## src/hw/rtl/periodic_lattice_current_stencil_unit_assert.svh

```systemverilog
// ----------------------------------------------------------------------------
// periodic lattice current stencil - assertion macros
// shared property forms for the concurrent checks in the rtl
// ----------------------------------------------------------------------------
`ifndef PERIODIC_LATTICE_CURRENT_STENCIL_UNIT_ASSERT_SVH
`define PERIODIC_LATTICE_CURRENT_STENCIL_UNIT_ASSERT_SVH

// same-cycle implication
`define PLCS_ASSERT_NOW(lbl, clk, rst, ante, cons, msg) \
  lbl: assert property (@(posedge clk) disable iff (rst) (ante) |-> (cons)) else $error(msg);

// next-cycle implication
`define PLCS_ASSERT_NEXT(lbl, clk, rst, ante, cons, msg) \
  lbl: assert property (@(posedge clk) disable iff (rst) (ante) |=> (cons)) else $error(msg);

`endif

```

## src/hw/rtl/plcs_pkg.sv

```systemverilog
// ----------------------------------------------------------------------------
// plcs_pkg
// types and constants shared by the lattice current stencil unit
// ----------------------------------------------------------------------------
package plcs_pkg;

  localparam int SIDE_DEFAULT = 16;
  localparam int COORD_IN_W   = 4;
  localparam int DATA_W       = 16;
  localparam int WORD_W       = 2 * DATA_W;
  localparam int OUT_W        = 32;
  localparam int SCALE_W      = 32;
  localparam logic [SCALE_W-1:0] SCALE_RESET = 32'h0001_0000;
  localparam int NUM_LANES    = 3;

  // lane arithmetic widths
  localparam int DIFF_W = DATA_W + 1;
  localparam int PROD_W = DATA_W + DIFF_W;
  localparam int TERM_W = PROD_W + 1;
  localparam int SUM_W  = TERM_W + 2;
  localparam int MAG_W  = SUM_W - 1;

  // read sequence: centre, then plus/minus pairs along x, y, z
  localparam int STEP_W = 3;
  localparam logic [STEP_W-1:0] STEP_CENTRE = 3'd0;
  localparam logic [STEP_W-1:0] STEP_LAST   = 3'd6;

  typedef enum logic {
    CMD_LOAD  = 1'b0,
    CMD_QUERY = 1'b1
  } cmd_e;

  typedef enum logic [1:0] {
    AXIS_X = 2'd0,
    AXIS_Y = 2'd1,
    AXIS_Z = 2'd2
  } axis_e;

  typedef struct packed {
    cmd_e                     cmd;
    logic [COORD_IN_W-1:0]    site_x;
    logic [COORD_IN_W-1:0]    site_y;
    logic [COORD_IN_W-1:0]    site_z;
    logic signed [DATA_W-1:0] comp0_re;
    logic signed [DATA_W-1:0] comp0_im;
    logic signed [DATA_W-1:0] comp1_re;
    logic signed [DATA_W-1:0] comp1_im;
    logic signed [DATA_W-1:0] comp2_re;
    logic signed [DATA_W-1:0] comp2_im;
  } item_t;

  typedef struct packed {
    logic signed [OUT_W-1:0] current_x;
    logic signed [OUT_W-1:0] current_y;
    logic signed [OUT_W-1:0] current_z;
  } result_t;

  // travels with the read data of the lattice memories
  typedef struct packed {
    logic              valid;
    logic [STEP_W-1:0] step;
  } rd_tag_t;

  // travels with a per-axis partial result
  typedef struct packed {
    logic  valid;
    axis_e axis;
  } axis_tag_t;

endpackage

```

## src/hw/rtl/plcs_seq.sv

```systemverilog
// ----------------------------------------------------------------------------
// plcs_seq
// command decode and the seven-site read sequence over the lattice
// ----------------------------------------------------------------------------
`include "periodic_lattice_current_stencil_unit_assert.svh"

module plcs_seq #(
  parameter int SIDE = plcs_pkg::SIDE_DEFAULT
) (
  input  logic                              clk,
  input  logic                              rst,
  input  logic                              start,
  input  plcs_pkg::item_t                   item,
  output logic                              busy,
  output logic                              mem_wr,
  output logic                              mem_rd,
  output logic [$clog2(SIDE*SIDE*SIDE)-1:0] mem_addr,
  output plcs_pkg::rd_tag_t                 rd_tag
);

  localparam int CW       = $clog2(SIDE);
  localparam int AW       = $clog2(SIDE * SIDE * SIDE);
  localparam int RedSteps = 15 / SIDE;

  typedef enum logic [1:0] {
    ST_IDLE = 2'b01,
    ST_READ = 2'b10
  } state_e;

  state_e state;
  logic [plcs_pkg::STEP_W-1:0] step, issue_step;
  logic [CW-1:0] cx, cy, cz, xr, yr, zr;
  logic accept;

  function automatic logic [CW-1:0] reduce(input logic [plcs_pkg::COORD_IN_W-1:0] v);
    logic [6:0] t;
    t = 7'(v);
    for (int i = 0; i < RedSteps; i++) begin
      if (t >= 7'(SIDE)) begin
        t = t - 7'(SIDE);
      end
    end
    return t[CW-1:0];
  endfunction

  function automatic logic [CW-1:0] inc(input logic [CW-1:0] v);
    return (v == CW'(SIDE - 1)) ? '0 : v + CW'(1);
  endfunction

  function automatic logic [CW-1:0] dec(input logic [CW-1:0] v);
    return (v == '0) ? CW'(SIDE - 1) : v - CW'(1);
  endfunction

  function automatic logic [AW-1:0] site_addr(input logic [CW-1:0] x,
                                              input logic [CW-1:0] y,
                                              input logic [CW-1:0] z);
    return (AW'(x) * AW'(SIDE) + AW'(y)) * AW'(SIDE) + AW'(z);
  endfunction

  assign busy   = (state == ST_READ);
  assign accept = start && !busy;
  assign xr     = reduce(item.site_x);
  assign yr     = reduce(item.site_y);
  assign zr     = reduce(item.site_z);

  assign mem_wr     = accept && item.cmd == plcs_pkg::CMD_LOAD;
  assign mem_rd     = (accept && item.cmd == plcs_pkg::CMD_QUERY) || busy;
  assign issue_step = busy ? step : plcs_pkg::STEP_CENTRE;

  always_comb begin
    if (!busy) begin
      mem_addr = site_addr(xr, yr, zr);
    end else begin
      case (step)
        3'd1:    mem_addr = site_addr(inc(cx), cy, cz);
        3'd2:    mem_addr = site_addr(dec(cx), cy, cz);
        3'd3:    mem_addr = site_addr(cx, inc(cy), cz);
        3'd4:    mem_addr = site_addr(cx, dec(cy), cz);
        3'd5:    mem_addr = site_addr(cx, cy, inc(cz));
        3'd6:    mem_addr = site_addr(cx, cy, dec(cz));
        default: mem_addr = site_addr(cx, cy, cz);
      endcase
    end
  end

  always_ff @(posedge clk) begin
    if (accept) begin
      cx <= xr;
      cy <= yr;
      cz <= zr;
    end
  end

  always_ff @(posedge clk) begin
    if (rst) begin
      state  <= ST_IDLE;
      step   <= plcs_pkg::STEP_CENTRE;
      rd_tag <= '0;
    end else begin
      rd_tag.valid <= mem_rd;
      rd_tag.step  <= issue_step;
      case (state)
        ST_IDLE: begin
          if (accept && item.cmd == plcs_pkg::CMD_QUERY) begin
            state <= ST_READ;
            step  <= 3'd1;
          end
        end
        ST_READ: begin
          if (step == plcs_pkg::STEP_LAST) begin
            state <= ST_IDLE;
            step  <= plcs_pkg::STEP_CENTRE;
          end else begin
            step <= step + 3'd1;
          end
        end
        default: begin
          state <= ST_IDLE;
          step  <= plcs_pkg::STEP_CENTRE;
        end
      endcase
    end
  end

  `PLCS_ASSERT_NEXT(a_query_holds_busy, clk, rst, accept && item.cmd == plcs_pkg::CMD_QUERY, busy, "query accepted without starting the read sequence")
  `PLCS_ASSERT_NEXT(a_load_single_cycle, clk, rst, mem_wr, !busy, "load transaction left the sequencer busy")
  `PLCS_ASSERT_NOW(a_step_in_range, clk, rst, busy, step != plcs_pkg::STEP_CENTRE && step <= plcs_pkg::STEP_LAST, "read step out of range")
  `PLCS_ASSERT_NEXT(a_sequence_order, clk, rst, rd_tag.valid && rd_tag.step == plcs_pkg::STEP_LAST, !rd_tag.valid || rd_tag.step == plcs_pkg::STEP_CENTRE, "read after last neighbour is not a new centre")

endmodule

```

## config.mk

```make
export PLATFORM = sky130hd
export DESIGN_NAME = plcs_seq
export DESIGN_NICKNAME = d
export VERILOG_FILES = /design/src/hw/rtl/plcs_pkg.sv /design/src/hw/rtl/plcs_seq.sv
export VERILOG_INCLUDE_DIRS = /design/src /design/src/hw/rtl
export SDC_FILE = /design/constraint.sdc
export NUM_CORES = 1
export LEC_CHECK = 0
export BUFFER_PORTS_ARGS = -buffer_cell sky130_fd_sc_hd__buf_2
export CORE_UTILIZATION = 42
export DETAILED_ROUTE_END_ITERATION = 12
export PLACE_DENSITY = 0.95
export SLEW_MARGIN = 40
export SYNTH_ARGS = -nofsm -noshare
export SYNTH_HDL_FRONTEND = slang
export SYNTH_SLANG_ARGS = --single-unit
export TNS_END_PERCENT = 100
```

## constraint.sdc

```tcl
create_clock -name clk -period 3 [get_ports clk]
set_input_delay 0.6 -clock clk [delete_from_list [all_inputs] [get_ports clk]]
set_output_delay 0.6 -clock clk [all_outputs]
set_load 0.01 [all_outputs]
```

# --- Word-level counts from Yosys, hierarchy flattened ---
# Index checks and enable logic that the tools add are counted.
totals:
  ff_bits: 21
  latch_bits: 0
  ramBits: 0
  rom_bits: 0
  in_bits: 112
  out_inout_bits: 19
  word_cells: 67
  n_memories: 0
classes:
  n_addsub: 21
  multipliers: 0
  div_mod_pow: 0
  order_cmp: 0
  n_eq_ne: 13
  shift: 0
  mux: 14
  n_bitwise: 2
  reduce_logical: 10
ops:
  columns: ["operator", "count"]
  rows:
  - ["adder 12 x 4 -> 12 bit", 8]
  - ["case mux 12 bit (6 select lines)", 1]
  - ["adder 8 x 4 -> 8 bit", 6]
  - ["two-way mux 4 bit", 6]
  - ["adder 4 x 1 -> 4 bit, second input constant", 3]
  - ["equality test 4 bit, second input constant", 3]
  - ["logical NOT 4 bit", 3]
  - ["two-way mux 12 bit", 1]
  - ["subtractor 4 x 1 -> 4 bit, second input constant", 3]
  - ["equality test 3 bit, second input constant", 3]
  - ["equality test 3 x 2 -> 1 bit, second input constant", 2]
  - ["two-way mux 3 bit", 2]
  - ["case mux 3 bit (2 select lines)", 1]
  - ["two-way mux 2 bit", 2]
  - ["case mux 2 bit (2 select lines)", 1]
  - ["adder 3 x 1 -> 3 bit, second input constant", 1]
  - ["equality test 3 x 1 -> 1 bit, second input constant", 1]
  - ["logical AND 1 bit", 3]
  - ["equality test 2 x 1 -> 1 bit, second input constant", 1]
  - ["equality test 2 bit, second input constant", 1]
  - ["!= test 2 x 1 -> 1 bit, second input constant", 1]
  - ["!= test 2 bit, second input constant", 1]
  - ["inverter 1 bit", 2]
  - ["AND reduction 2 bit", 1]
  - ["3 further kinds", 3]

# --- Depth between registers and ports, before layout ---
depth:
  ltp_word: 6
  mapped_depth: 7
  ltp_nobuf: 6

# --- Least setup slack after synthesis ---
# No wires, ideal clock.
synth_timing:
  kind: "reg-to-output"
  from: "reg step[0] in the netlist's numbering"
  to: "out mem_addr[5]"
  arrival_time_ps: 1664
  t_required_ps: 2400
  setup_slack_ps: 736
  path_stages_with_launch: 8
  n_path_buf: 1
  path_cell_list: "dfxtp_1 -> buf_2 -> and2_1 -> ha_1 -> nor2_1 -> o31a_1 -> a221oi_2 -> a21oi_1"
synth_between:
  elab_chain_len: 3
  elab_cells_between_ends: 8
  cone_classes: "eq/ne: 6; mux: 2"
synth_rtl:
  columns: ["element", "line_no", "text"]
  rows:
  - ["start: declaration", "plcs_seq.sv:31", "logic [plcs_pkg::STEP_W-1:0] step, issue_step;"]
  - ["start signal: assignment", "plcs_seq.sv:97", "step <= plcs_pkg::STEP_CENTRE;"]
  - ["start signal: assignment", "plcs_seq.sv:112", "step <= plcs_pkg::STEP_CENTRE;"]
  - ["start signal: assignment", "plcs_seq.sv:114", "step <= step + 3'd1;"]
  - ["equality test 3 bit, or another cell as far along", "plcs_seq.sv:74", "case (step)"]
  - ["case mux 12 bit (6 select lines) *", "plcs_seq.sv:74", null]
  - ["two-way mux 12 bit *", "plcs_seq.sv:71", "if (!busy) begin"]
  - ["end: declaration", "plcs_seq.sv:17", "output logic [$clog2(SIDE*SIDE*SIDE)-1:0] mem_addr,"]
# Every way passes the cells marked *; elsewhere a longest branch is shown, timed or not.

# --- Worst setup path in the final report ---
layout_timing:
  from: "reg step[1] in the netlist's numbering"
  to: "out mem_addr[5]"
# Same word-level chain as after synthesis.

==> impl_results.md <==
* Status: completed
* Startpoint type of the worst setup path: flop
* Worst slack after detailed placement at 732.0 ps
* Total CTS buffers at 3
* Post-CTS setup-driven buffer insertion count at 0
* Clock tree from TritonCTS: done
* Final count of hold timing violations at 0
* Antenna viol nets, final at 0
* Total power at 0.6602 mW
* Final routed wire length divided by cell count at 14.05 um
* Dominant register cell in the synthesized netlist: edfxtp_1
* Via total after detailed routing at 1455
* Number of antenna violations at the first check in global routing at 0
* Die ar. at 0.003978 mm2
* Fill cell instance count of the final layout at 335
* Worst min-delay path category: reg -> reg
* Number of sinks on the clock net at 21
* Number of global-route vias before repair at 1341
* Peak supply drop at 0.0003543 V
* Cell type with the highest aggregate area in the netlist: edfxtp_1
* Count of input and output buffers at 34
* Critical Path Fanout Max at 7
* FFs w/ async S/R, synth at 0
* Antenna Diode Count at 0
* Pwr Density at 361.4 mW/mm2
* Area share of the largest cell type after synthesis at 0.2300
* Width of the chip at 63.07 um
* Layout cell share with drive strength beyond 1 at 0.2392
* Total wire length after detailed routing at 3.582 mm
* Syn Inst Count at 177
* Top-Level Pins at 131
* Placed wire-length estimate at 2.638 mm
* Setup repair after global routing missed its margin: false
* Final clock period utilization by the worst path at 0.8530
* Fraction of the yosys area taken by sequential cells at 0.3450
* Number of nets in the final layout at 331
* Total of cells resized after clock tree synthesis at 0
* Final std cells w/o fill at 255
* Number of hold buffers added after cts at 0
* Peak Freq at 0.3908 GHz
* Clk_skew at 6.841 ps
* Placer Congestion at 0.9078
* WP data arrival at 1960 ps
* H-tree depth at 1
* Top post-synthesis cells by area: edfxtp_1, dfxtp_1, ha_1
* Minimum clock period at 2559 ps
* Cell area reported after detailed placement at 0.001780 mm2
* Sum Neg Setup Slack at 0 ps
* Initial DRT Pass Iterations at 4
* GRT Total Usage at 0.1879
* Slew Limit Fails at 0
* Max-capacitance violation count at 0
* Crit Path Class: reg -> out
* Total overflow reported by the global router at 0
* Initial core utilization at 0.4551
* Unique cell type count in the Yosys netlist at 52
* Register bit count reported by yosys at 21
* Capturing element type of the critical path: output pin
* Leak at 0.7822 nW
* DRT iter0 DRCs at 74
* Count of warnings emitted by yosys at 0
* Growth of design area from synthesis to finish at 16.61%
* Worst-skew pair later-pin latency at 260 ps
* Max clock buf depth at 2
* Height of the die at 63.07 um
* Post-synth net total at 298
* Maximum number of pins on one net before global-route repair at 20
* Cell chosen for the clock root: clkbuf_8
* Post-Place Cells at 251
* Mean instance size in the synthesized netlist at 8.850 um2
* Cell Rows at 21
* Transition at the pin with the smallest max-transition slack at 565.7 ps
* Via count normalized by instance count at 5.706
* Global-route wire length before repair at 5.996 mm
* Finished layout cell area at 0.001827 mm2
* Number of flops mapped to enable cells by yosys at 12
* Worst Setup Slack, final at 440.9 ps
* Relative slew slack at 0.6228
* Crit path required time at 2400 ps
* Post-detailed-route DRC marker count at 0
* Combined area of all synthesized cells at 0.001567 mm2
* Placeable core region at 0.003442 mm2
* Setup Viol. Count Final at 0
* Register clock-pin slew on the reported worst setup and hold paths at 80 ps
placed cells by master (no fill, tap or decap), drive strengths merged, types with 5 or more instances in the layout:
| master | Yosys | layout |
|---|---|---|
| a21oi | 9 | 9 |
| o21ai | 5 | 5 |
| ha | 9 | 9 |
| dfxtp | 9 | 9 |
| a31oi | 11 | 11 |
| buf | 6 | 39 |
| nor2 | 15 | 15 |
| edfxtp | 12 | 12 |
| inv | 13 | 13 |
| nand2 | 9 | 9 |
| nor2b | 7 | 7 |
| nand2b | 5 | 5 |
registers in the layout, indices dropped and copies added (netlist names):
register,flops
cy,4
state,2
step,3
cx,4
rd_tag,4
cz,4
cells by family (layout without fill, tap and decap cells):
kind of cell / count (synthesis) / after routing / share of synthesized area
and+or+nand+nor: 61 / 61 / 0.2308
buffers and inverters: 24 / 56 / 0.06390
AOI/OAI and AO/OA: 53 / 53 / 0.2364
muxes: 2 / 2 / 0.01278
adders and majority gates: 9 / 9 / 0.07189
DFF: 21 / 21 / 0.3450
xor gates and xnor gates: 7 / 7 / 0.03914
through the flow:
step | hold WS, ps | util
2_1_floorplan | 453.2 | -
3_3_place_gp | 479.0 | 0.5173
3_5_place_dp | 486.7 | 0.5173
4_1_cts | 504.3 | 0.5307
5_1_grt | 517.3 | 0.5307
6_report | 504.2 | 0.5307
area by class of cell:
class / instances / area, um2 / area share
clock buffers: 3 / 41.29 / 0.02260
clock inverters: 1 / 5.005 / 0.002740
inverters: 13 / 48.80 / 0.02671
multi-input cells: 132 / 925.9 / 0.5068
flip-flops and latches: 21 / 540.5 / 0.2959
well taps: 46 / 57.56 / 0.03151
repair buffers: 39 / 207.7 / 0.1137
Yosys cell counts, drive strengths merged (4+ instances only):
library cell / number
nor2: 15
o21ai: 5
a22oi: 4
xnor2: 4
nor4b: 4
and2: 4
ha: 9
o22ai: 4
clkbuf: 5
edfxtp: 12
nand2b: 5
buf: 6
nand3: 4
dfxtp: 9
a31oi: 11
nor2b: 7
a21oi: 9
nand2: 9
inv: 13
worst max-delay path: stages (launching register included):
cell and delay [ps]:
dfxtp_1 350, and2_1 130, ha_1 310, nor2_1 110, o31a_1 320, a221oi_2 240, a21oi_1 90, buf_2 140
worst paths after layout:
path,to,slack (ps),from,cells past startpoint
worst max-delay path,mem_addr[5],440,step[1],7
worst min-delay path,state[1],500,state[1],2
worst max register to register,step[0],950,state[0],6
worst min register to register,state[1],500,state[1],2
power by group:
| group | internal [mW] | total [mW] | switching [mW] |
|---|---|---|---|
| sequential | 0.320 | 0.338 | 0.0186 |
| combinational | 0.0598 | 0.132 | 0.0719 |
| clock | 0.0926 | 0.190 | 0.0976 |
per-layer routing:
layer,share of wire,track usage,wire length (um)
met5,0,0,0
met4,0.0034,0.02907,12
met3,0.051,0.03986,183
met2,0.49,0.3199,1742
met1,0.46,0.2463,1643
(Power assumes the default switching activity.)
