`src/hw/rtl/periodic_lattice_current_stencil_unit_assert.svh`:
```
// ----------------------------------------------------------------------------
// periodic lattice current stencil - assertion macros
// shared property forms for the concurrent checks in the rtl
// ----------------------------------------------------------------------------
`ifndef PERIODIC_LATTICE_CURRENT_STENCIL_UNIT_ASSERT_SVH
`define PERIODIC_LATTICE_CURRENT_STENCIL_UNIT_ASSERT_SVH

// same-cycle implication
`define PLCS_ASSERT_NOW(lbl, clk, rst, ante, cons, msg) \
  lbl: assert property (@(posedge clk) disable iff (rst) (ante) |-> (cons)) else $error(msg);

// next-cycle implication
`define PLCS_ASSERT_NEXT(lbl, clk, rst, ante, cons, msg) \
  lbl: assert property (@(posedge clk) disable iff (rst) (ante) |=> (cons)) else $error(msg);

`endif

```
`src/hw/rtl/plcs_pkg.sv`:
```
// ----------------------------------------------------------------------------
// plcs_pkg
// types and constants shared by the lattice current stencil unit
// ----------------------------------------------------------------------------
package plcs_pkg;

  localparam int SIDE_DEFAULT = 16;
  localparam int COORD_IN_W   = 4;
  localparam int DATA_W       = 16;
  localparam int WORD_W       = 2 * DATA_W;
  localparam int OUT_W        = 32;
  localparam int SCALE_W      = 32;
  localparam logic [SCALE_W-1:0] SCALE_RESET = 32'h0001_0000;
  localparam int NUM_LANES    = 3;

  // lane arithmetic widths
  localparam int DIFF_W = DATA_W + 1;
  localparam int PROD_W = DATA_W + DIFF_W;
  localparam int TERM_W = PROD_W + 1;
  localparam int SUM_W  = TERM_W + 2;
  localparam int MAG_W  = SUM_W - 1;

  // read sequence: centre, then plus/minus pairs along x, y, z
  localparam int STEP_W = 3;
  localparam logic [STEP_W-1:0] STEP_CENTRE = 3'd0;
  localparam logic [STEP_W-1:0] STEP_LAST   = 3'd6;

  typedef enum logic {
    CMD_LOAD  = 1'b0,
    CMD_QUERY = 1'b1
  } cmd_e;

  typedef enum logic [1:0] {
    AXIS_X = 2'd0,
    AXIS_Y = 2'd1,
    AXIS_Z = 2'd2
  } axis_e;

  typedef struct packed {
    cmd_e                     cmd;
    logic [COORD_IN_W-1:0]    site_x;
    logic [COORD_IN_W-1:0]    site_y;
    logic [COORD_IN_W-1:0]    site_z;
    logic signed [DATA_W-1:0] comp0_re;
    logic signed [DATA_W-1:0] comp0_im;
    logic signed [DATA_W-1:0] comp1_re;
    logic signed [DATA_W-1:0] comp1_im;
    logic signed [DATA_W-1:0] comp2_re;
    logic signed [DATA_W-1:0] comp2_im;
  } item_t;

  typedef struct packed {
    logic signed [OUT_W-1:0] current_x;
    logic signed [OUT_W-1:0] current_y;
    logic signed [OUT_W-1:0] current_z;
  } result_t;

  // travels with the read data of the lattice memories
  typedef struct packed {
    logic              valid;
    logic [STEP_W-1:0] step;
  } rd_tag_t;

  // travels with a per-axis partial result
  typedef struct packed {
    logic  valid;
    axis_e axis;
  } axis_tag_t;

endpackage

```
`src/hw/rtl/plcs_merge.sv`:
```
// ----------------------------------------------------------------------------
// plcs_merge
// sums the lane terms, scales, rounds, saturates and gathers the three axes
// ----------------------------------------------------------------------------
`include "periodic_lattice_current_stencil_unit_assert.svh"

module plcs_merge (
  input  logic                               clk,
  input  logic                               rst,
  input  logic                               cfg_we,
  input  logic [plcs_pkg::SCALE_W-1:0]       cfg_data,
  input  logic signed [plcs_pkg::TERM_W-1:0] term [plcs_pkg::NUM_LANES],
  input  plcs_pkg::axis_tag_t                term_tag [plcs_pkg::NUM_LANES],
  output logic                               done,
  output plcs_pkg::result_t                  result
);

  localparam int HALF_W  = plcs_pkg::SCALE_W / 2;
  localparam int MUL_W   = plcs_pkg::MAG_W + HALF_W;
  localparam int RW      = MUL_W + 1 - 15;
  localparam logic [MUL_W:0] RoundBias = (MUL_W + 1)'(64'd1 << 30);
  localparam logic [RW-1:0] PosMax = RW'(33'h0_7FFF_FFFF);
  localparam logic [RW-1:0] NegMin = RW'(33'h0_8000_0000);
  localparam int OW = plcs_pkg::OUT_W;

  logic [plcs_pkg::SCALE_W-1:0] scale;
  logic signed [plcs_pkg::SUM_W-1:0] sum;
  logic [plcs_pkg::MAG_W-1:0] mag;
  logic [MUL_W-1:0] pa, pb;
  logic neg_m, neg_p;
  plcs_pkg::axis_tag_t sum_tag, mag_tag, mul_tag;
  logic [MUL_W:0] bb, tot;
  logic [RW-1:0] r, nr;
  logic signed [OW-1:0] val, cur_x, cur_y;

  always_ff @(posedge clk) begin
    if (rst) begin
      scale <= plcs_pkg::SCALE_RESET;
    end else if (cfg_we) begin
      scale <= cfg_data;
    end
  end

  always_ff @(posedge clk) begin
    sum   <= plcs_pkg::SUM_W'(term[0]) + plcs_pkg::SUM_W'(term[1])
             + plcs_pkg::SUM_W'(term[2]);
    neg_m <= sum[plcs_pkg::SUM_W-1];
    mag   <= plcs_pkg::MAG_W'(sum[plcs_pkg::SUM_W-1] ? -sum : sum);
    neg_p <= neg_m;
    // scale split in halves keeps each product near 35 x 16
    pa    <= MUL_W'(mag) * MUL_W'(scale[plcs_pkg::SCALE_W-1:HALF_W]);
    pb    <= MUL_W'(mag) * MUL_W'(scale[HALF_W-1:0]);
  end

  always_ff @(posedge clk) begin
    if (rst) begin
      sum_tag <= '0;
      mag_tag <= '0;
      mul_tag <= '0;
    end else begin
      sum_tag.valid <= term_tag[0].valid && term_tag[1].valid && term_tag[2].valid;
      sum_tag.axis  <= term_tag[0].axis;
      mag_tag       <= sum_tag;
      mul_tag       <= mag_tag;
    end
  end

  // magnitude * scale / 2^31, half away from zero
  always_comb begin
    bb  = {1'b0, pb} + RoundBias;
    tot = {1'b0, pa} + (bb >> HALF_W);
    r   = tot[MUL_W:15];
    nr  = -r;
    if (neg_p) begin
      val = (r >= NegMin) ? $signed(NegMin[OW-1:0]) : $signed(nr[OW-1:0]);
    end else begin
      val = (r > PosMax) ? $signed(PosMax[OW-1:0]) : $signed(r[OW-1:0]);
    end
  end

  always_ff @(posedge clk) begin
    if (mul_tag.valid) begin
      case (mul_tag.axis)
        plcs_pkg::AXIS_X: cur_x <= val;
        plcs_pkg::AXIS_Y: cur_y <= val;
        plcs_pkg::AXIS_Z: begin
          result.current_x <= cur_x;
          result.current_y <= cur_y;
          result.current_z <= val;
        end
        default: ;
      endcase
    end
  end

  always_ff @(posedge clk) begin
    if (rst) begin
      done <= 1'b0;
    end else begin
      done <= mul_tag.valid && mul_tag.axis == plcs_pkg::AXIS_Z;
    end
  end

  `PLCS_ASSERT_NEXT(a_done_single, clk, rst, done, !done, "result strobe held for more than one cycle")
  `PLCS_ASSERT_NOW(a_lanes_aligned, clk, rst, term_tag[0].valid, term_tag[1].valid && term_tag[2].valid && term_tag[1].axis == term_tag[0].axis, "lane terms out of step")

endmodule

```
`config.mk`:
```
export PLATFORM = sky130hd
export DESIGN_NAME = plcs_merge
export DESIGN_NICKNAME = d
export VERILOG_FILES = /design/src/hw/rtl/plcs_pkg.sv /design/src/hw/rtl/plcs_merge.sv
export VERILOG_INCLUDE_DIRS = /design/src /design/src/hw/rtl
export SDC_FILE = /design/constraint.sdc
export NUM_CORES = 2
export LEC_CHECK = 0
export BUFFER_PORTS_ARGS = -buffer_cell sky130_fd_sc_hd__buf_2
export CAP_MARGIN = 10
export CORE_ASPECT_RATIO = 2
export CORE_UTILIZATION = 45
export DETAILED_ROUTE_END_ITERATION = 16
export PLACE_DENSITY = 0.6
export SYNTH_ARGS = -nofsm -noshare
export SYNTH_HDL_FRONTEND = slang
export SYNTH_SLANG_ARGS = --single-unit
```
`constraint.sdc`:
```
create_clock -name clk -period 13.1 [get_ports clk]
set_input_delay 1.31 -clock clk [delete_from_list [all_inputs] [get_ports clk]]
set_output_delay 1.31 -clock clk [all_outputs]
set_load 0.02 [all_outputs]
```
Word level (Yosys, flattened, before mapping)
Index checks and enable logic that the tools add are counted.
- register bits: 377
- latch bits: 0
- bits in writable memories: 0
- memory bits (read-only): 0
- bits of input ports: 146
- output and inout port bits: 97
- logic and storage cells: 42
- memories: 0
- add/sub/neg operators: 6
- multiply operators: 2
- divide/modulo/power cells: 0
- $lt $le $gt $ge: 2
- equality and inequality tests: 2
- shift operators: 0
- mux-type cells: 4
- bitwise logic cells: 0
- reductions and logical operators: 7
- operator list (cell ; number):
    $mul A35 B16 Y51 ; 2
    $mux W32 ; 3
    $add A51 B31 Y52 const B ; 1
    $add A51 B36 Y52 ; 1
    $ge A37 B32 Y1 const B ; 1
    $gt A37 B31 Y1 const B ; 1
    $add A35 B34 Y36 ; 1
    $add A34 B34 Y35 ; 1
    $mux W35 ; 1
    $neg A35 Y35 ; 1
    $neg A32 Y32 ; 1
    $reduce_and A2 Y1 ; 3
    $logic_and A1 B1 Y1 ; 3
    $eq A2 B1 Y1 const B ; 1
    $eq A2 B2 Y1 const B ; 1
    $logic_not A2 Y1 ; 1

Longest topological paths before layout
- word-level depth: 5
- depth in mapped cells: 29
- gate-level depth less buffers: 27

Least setup slack after synthesis
No wires, ideal clock.
- path kind: register -> register
- start point: reg scale[23] (netlist name)
- end point: reg pa[50]
- library setup time: 0.120 ns
- arrival time: 6.986 ns
- required time: 12.980 ns
- slack: 5.994 ns
- stages on the path, launching flop included: 29
- buffers on the path: 2
- clock period less this slack: 7.106 ns
- path through: dfxtp_1 -> clkbuf_1 -> clkbuf_1 -> nand2_1 -> fa_1 -> inv_1 -> fa_1 -> inv_1 -> fa_1 -> inv_1 -> fa_1 -> fa_1 -> inv_1 -> fa_1 -> inv_1 -> ha_1 -> a21o_1 -> a21o_1 -> a2111oi_0 -> o31ai_1 -> a21oi_1 -> o211ai_1 -> o21ai_0 -> o211ai_1 -> nand2_1 -> o311ai_0 -> a221o_1 -> a21oi_1 -> xnor2_1
- word-level cells in the longest chain between the ends: 1
- ends and longest elaborated chain (element ; RTL line ; source):
    from (decl) ; plcs_merge.sv:26 ; logic [plcs_pkg::SCALE_W-1:0] scale;
    from (signal assigned) ; plcs_merge.sv:38 ; scale <= plcs_pkg::SCALE_RESET;
    from (signal assigned) ; plcs_merge.sv:40 ; scale <= cfg_data;
    $mul A35 B16 Y51 ; plcs_merge.sv:51 ; pa <= MUL_W'(mag) * MUL_W'(scale[plcs_pkg::SCALE_W-1:HALF_W]);
    to (signal assigned) ; plcs_merge.sv:51 ;
    to (decl) ; plcs_merge.sv:29 ; logic [MUL_W-1:0] pa, pb;
No other way between the ends.
A chain may end at the register's enable or synchronous reset.

Worst setup path after layout
- start point: reg scale[19] (netlist name)
- end point: reg pa[50]
The elaborated chain is that of the path after synthesis.

==> run summary <==
The flow ran to the end, and the final reports show no timing, DRC or antenna violations. For the placed standard-cell area, the log shows 0.0530 mm². The run gives 13620 ps as the worst path required time. The net count after synthesis is 6732. The number of global-route vias before repair was 40800; the count of routing violations after the opening detailed-route iteration was 1622.

The portion of the clock cycle consumed by the worst path in the final layout was 0.686. The number of different library cells in the post-synthesis netlist was 101. The total of flip-flops plus latches after synthesis came out at 361. Setup repair after global routing left no endpoint under its margin. The critical path is of the reg2reg type.

The path with the worst hold slack has its endpoint at mag[0]. Together, buffers and inverters on the worst path number 4. Reg-to-reg critical path startpoint: scale[19].

The worst setup path is launched from a flop. Cell area after synthesis: 0.0504 mm². The floorplan step defined a core boundary enclosing 0.111 mm². During synthesis, Yosys emitted a total of 0 warnings. The CTS sink count is 361, and the peak per-stage delay on the critical path is 910 ps. For the estimated wirelength of the detail-placed design, the log shows 103000 µm.

The tools report the maximum count of clock buffers along a single path as 3. The final-report max-slew violation count was 0; the final-layout setup total negative slack was 0 ps. The number of max-cap violations was 0. For this design, the slowest cell found on the critical path is sky130_fd_sc_hd__dfxtp_1. In the routed design, unresolved DRC markers number 0.

Row generation in the floorplan step produced 173 rows. For the headroom to the max-slew limit, the log shows 0.206. The first element of the critical path is scale[19]. The logs give 9500 ps for the data arrival at the endpoint of the critical path and 610 ps for the worst-skew pair later-pin latency. From left edge to right edge, the die measures 239 µm. The die extent in y is 475 µm. Pin placement for this block handled 243 I/O pins. The routed wirelength normalized by instance count came out at 19.9 µm. Capture instance of the worst register-to-register path: pa[50]. Including well taps, the total number of placed cells is 6828.

Static timing analysis puts the maximum clock frequency at 0.111 GHz. Port buffering added 238 buffers. After detailed routing, the total wire length is 137000 µm. The number of search-and-repair iterations in the first detailed-routing pass was 7; the worst clock skew on the final layout was 37.2 ps. The family of cells with the greatest summed delay on the critical path is compound AO/OA/AOI/OAI gates.

The final route contains 36800 vias. The run gives 0.0542 mm² as the final design area excluding fillers. The tools report the part of the Yosys area used for sequential elements as 0.175. sky130_fd_sc_hd__inv_1 is the most common cell in the netlist. The worst hold path passes through 0 cells. The first global-routing pass estimated 217000 µm of wire.

Fraction of registers with async set or reset after synthesis: 0. The number of instances in the synthesized netlist came out at 5316. The tools report the initial cell density of the core as 0.454. Path type of the worst min-delay path: reg2reg. After clock tree synthesis, the clock-pin slew on the worst setup and hold paths is 60 ps. Cell repeated most along the worst path: sky130_fd_sc_hd__fa_1. Dividing the detail-routed via count by the number of cells gives 5.34. The number of buffers inserted during clock tree synthesis came out at 37. The most used flip-flop cell after synthesis is sky130_fd_sc_hd__dfxtp_1.

The nature of the critical path endpoint is a flop. By count the netlist is led by 970 x sky130_fd_sc_hd__inv_1, 954 x sky130_fd_sc_hd__fa_1, 763 x sky130_fd_sc_hd__nand2_1, 483 x sky130_fd_sc_hd__and2_1, 316 x sky130_fd_sc_hd__ha_1. Proportion of layout cells with a drive suffix above 1: 0.0803. The largest net degree at the start of global routing was 78; the final instance count without filler cells was 6897. The logs give 0.870 for the weighted congestion reported at the end of routability-driven placement and 0 for the count of endpoints failing hold in the final timing report. The total of cells resized after clock tree synthesis was 0.

The H-tree was split into 2 levels. The biggest fanout along the worst timing path works out to 22. Relative to the synthesized area, the layout overhead comes to 7.42%. The tools report the number of endpoints failing setup at the final stage as 0. The logs give 4120 ps for the worst setup slack for register-to-register paths and 1 for the initial antenna violation count. Sorting the synthesized cells by area gives the leading types as sky130_fd_sc_hd__fa_1 38%, sky130_fd_sc_hd__edfxtp_1 9.5%, sky130_fd_sc_hd__dfxtp_1 8.0%. The time the final worst path needs with I/O delays and setup works out to 8980 ps. sky130_fd_sc_hd__fa_1 takes more of the synthesized area than any other cell. CTS placed an instance of sky130_fd_sc_hd__clkbuf_16 at the clock tree root. The die covers 0.114 mm².

The net count reported at finish is 6796, and the post-synthesis average cell area is 9.49 µm². Fill cells in the final layout number 10600. The tools report the quantity of hold-fixing buffers added after cts as 0. The share of the synthesized area in the top cell type is 0.379.

TritonCTS built the clock tree. The number of enable-type register cells in the synthesized netlist is 160. The total overflow left after global routing is 0.

The logs give 0.251 for the total global routing track utilization and 0 for the number of nets with antenna violations after detailed routing. The depth of the worst register-to-register path came out at 25. In this run the post-CTS setup repair buffer count came out at 0.

In this run the most critical hold path is launched from sum[0]. For the pin with the worst max-slew slack, the measured transition is 1180 ps. The tightest hold margin is 350 ps.
worst reg2reg max path, stage by stage (launching register included):
cell and delay [ps]:
sky130_fd_sc_hd__dfxtp_1 910, sky130_fd_sc_hd__buf_4 450, sky130_fd_sc_hd__nand2_1 140, sky130_fd_sc_hd__fa_1 480
sky130_fd_sc_hd__fa_1 510, sky130_fd_sc_hd__fa_1 510, sky130_fd_sc_hd__inv_1 50, sky130_fd_sc_hd__fa_1 500
sky130_fd_sc_hd__fa_1 500, sky130_fd_sc_hd__inv_1 50, sky130_fd_sc_hd__fa_1 470, sky130_fd_sc_hd__inv_1 40
sky130_fd_sc_hd__ha_1 350, sky130_fd_sc_hd__a21o_1 200, sky130_fd_sc_hd__a21o_1 180, sky130_fd_sc_hd__a2111oi_0 540
sky130_fd_sc_hd__o31ai_1 140, sky130_fd_sc_hd__a21oi_1 530, sky130_fd_sc_hd__o211ai_1 300, sky130_fd_sc_hd__o21ai_0 700
sky130_fd_sc_hd__o211ai_1 240, sky130_fd_sc_hd__nand2_1 170, sky130_fd_sc_hd__o311ai_0 270, sky130_fd_sc_hd__a221o_1 370
sky130_fd_sc_hd__a21oi_1 170, sky130_fd_sc_hd__xnor2_1 130
flip-flops by register name (all words and copies together), names as in the netlist, 3 cells and up:
name,count
sum_tag,3
mag,35
result,96
cur_x,32
sum,36
scale,32
pb,35
mag_tag,3
cur_y,32
pa,51
mul_tag,3
worst max-delay path by stage:
| stage | depth (start not counted) | end |
|---|---|---|
| 2_1_floorplan | 28 | pa[50] |
| 3_3_place_gp | 25 | pa[50] |
| 3_5_place_dp | 25 | pa[50] |
| 4_1_cts | 25 | pa[50] |
| 5_1_grt | 25 | pa[50] |
| 6_report | 25 | pa[50] |
kinds of logic (layout without fill, tap and decap cells):
group / count (synthesis) / count (layout) / share of synthesized area
xor+xnor: 180 / 180 / 0.0321
compound gates: 494 / 494 / 0.0668
fa+ha+maj: 1270 / 1270 / 0.457
buf+inv: 1254 / 1345 / 0.0936
simple gates: 1722 / 1722 / 0.169
mux: 35 / 35 / 0.00697
flops: 361 / 361 / 0.175
other cells: 0 / 3 / 0
per-layer routing:
layer  up-vias  global-route usage  wire length, µm  part of all wire
met1     18700               0.252            46300              0.34
met2      1252               0.487            75100              0.55
met5         -                   0                0                 0
met4         0               0.147             8580             0.063
met3       463              0.0300             7080             0.052
li1      16500                   -                -                 -
layout make-up:
type,instances,area (µm²),area share
diodes,3,7.51,0.000139
clock buffers,42,965,0.0178
clock inverters,24,236,0.00436
inverters,970,3640,0.0672
multi-input cells,3701,36900,0.681
flip-flops and latches,361,8850,0.163
well taps,1487,1860,0.0343
repair buffers,309,1720,0.0318
metrics by stage:
step | worst slack [ps] | util
2_1_floorplan | 5990 | -
3_3_place_gp | 4340 | 0.477
3_5_place_dp | 4230 | 0.477
4_1_cts | 4220 | 0.488
5_1_grt | 3730 | 0.488
6_report | 4120 | 0.488
layout by cell type (no fill, tap or decap), types with 7 or more instances in the layout:
cell / netlist / final
sky130_fd_sc_hd__and2_1: 483 / 483
sky130_fd_sc_hd__nand3_1: 67 / 67
sky130_fd_sc_hd__nand2_1: 763 / 763
sky130_fd_sc_hd__xor2_1: 57 / 57
sky130_fd_sc_hd__fa_1: 954 / 954
sky130_fd_sc_hd__edfxtp_1: 160 / 160
sky130_fd_sc_hd__dfxtp_2: 0 / 15
sky130_fd_sc_hd__o21ai_0: 84 / 84
sky130_fd_sc_hd__o211ai_1: 10 / 10
sky130_fd_sc_hd__and4_1: 9 / 9
sky130_fd_sc_hd__and3_1: 31 / 31
sky130_fd_sc_hd__o31ai_1: 19 / 19
sky130_fd_sc_hd__o21a_1: 33 / 33
sky130_fd_sc_hd__buf_2: 3 / 238
sky130_fd_sc_hd__buf_4: 1 / 71
sky130_fd_sc_hd__a21oi_1: 144 / 144
sky130_fd_sc_hd__nand4_1: 20 / 20
sky130_fd_sc_hd__clkbuf_16: 0 / 37
sky130_fd_sc_hd__dfxtp_1: 201 / 186
sky130_fd_sc_hd__nor2_1: 154 / 153
sky130_fd_sc_hd__a211oi_1: 14 / 14
sky130_fd_sc_hd__o41ai_1: 7 / 7
sky130_fd_sc_hd__nor3b_1: 9 / 8
sky130_fd_sc_hd__inv_1: 970 / 970
sky130_fd_sc_hd__clkinvlp_4: 0 / 7
sky130_fd_sc_hd__nor4_1: 15 / 15
sky130_fd_sc_hd__a21o_1: 64 / 64
sky130_fd_sc_hd__nor2b_1: 31 / 31
sky130_fd_sc_hd__nand2b_1: 26 / 26
sky130_fd_sc_hd__ha_1: 316 / 316
sky130_fd_sc_hd__xnor2_1: 119 / 119
sky130_fd_sc_hd__o21bai_1: 18 / 18
sky130_fd_sc_hd__nor3_1: 50 / 50
sky130_fd_sc_hd__or2_2: 12 / 12
sky130_fd_sc_hd__mux2i_1: 34 / 34
sky130_fd_sc_hd__a31oi_1: 13 / 13
sky130_fd_sc_hd__or3_1: 19 / 19
Power is not shown: default switching activity piles up to over one toggle a cycle in this logic, so the estimate is an artifact.
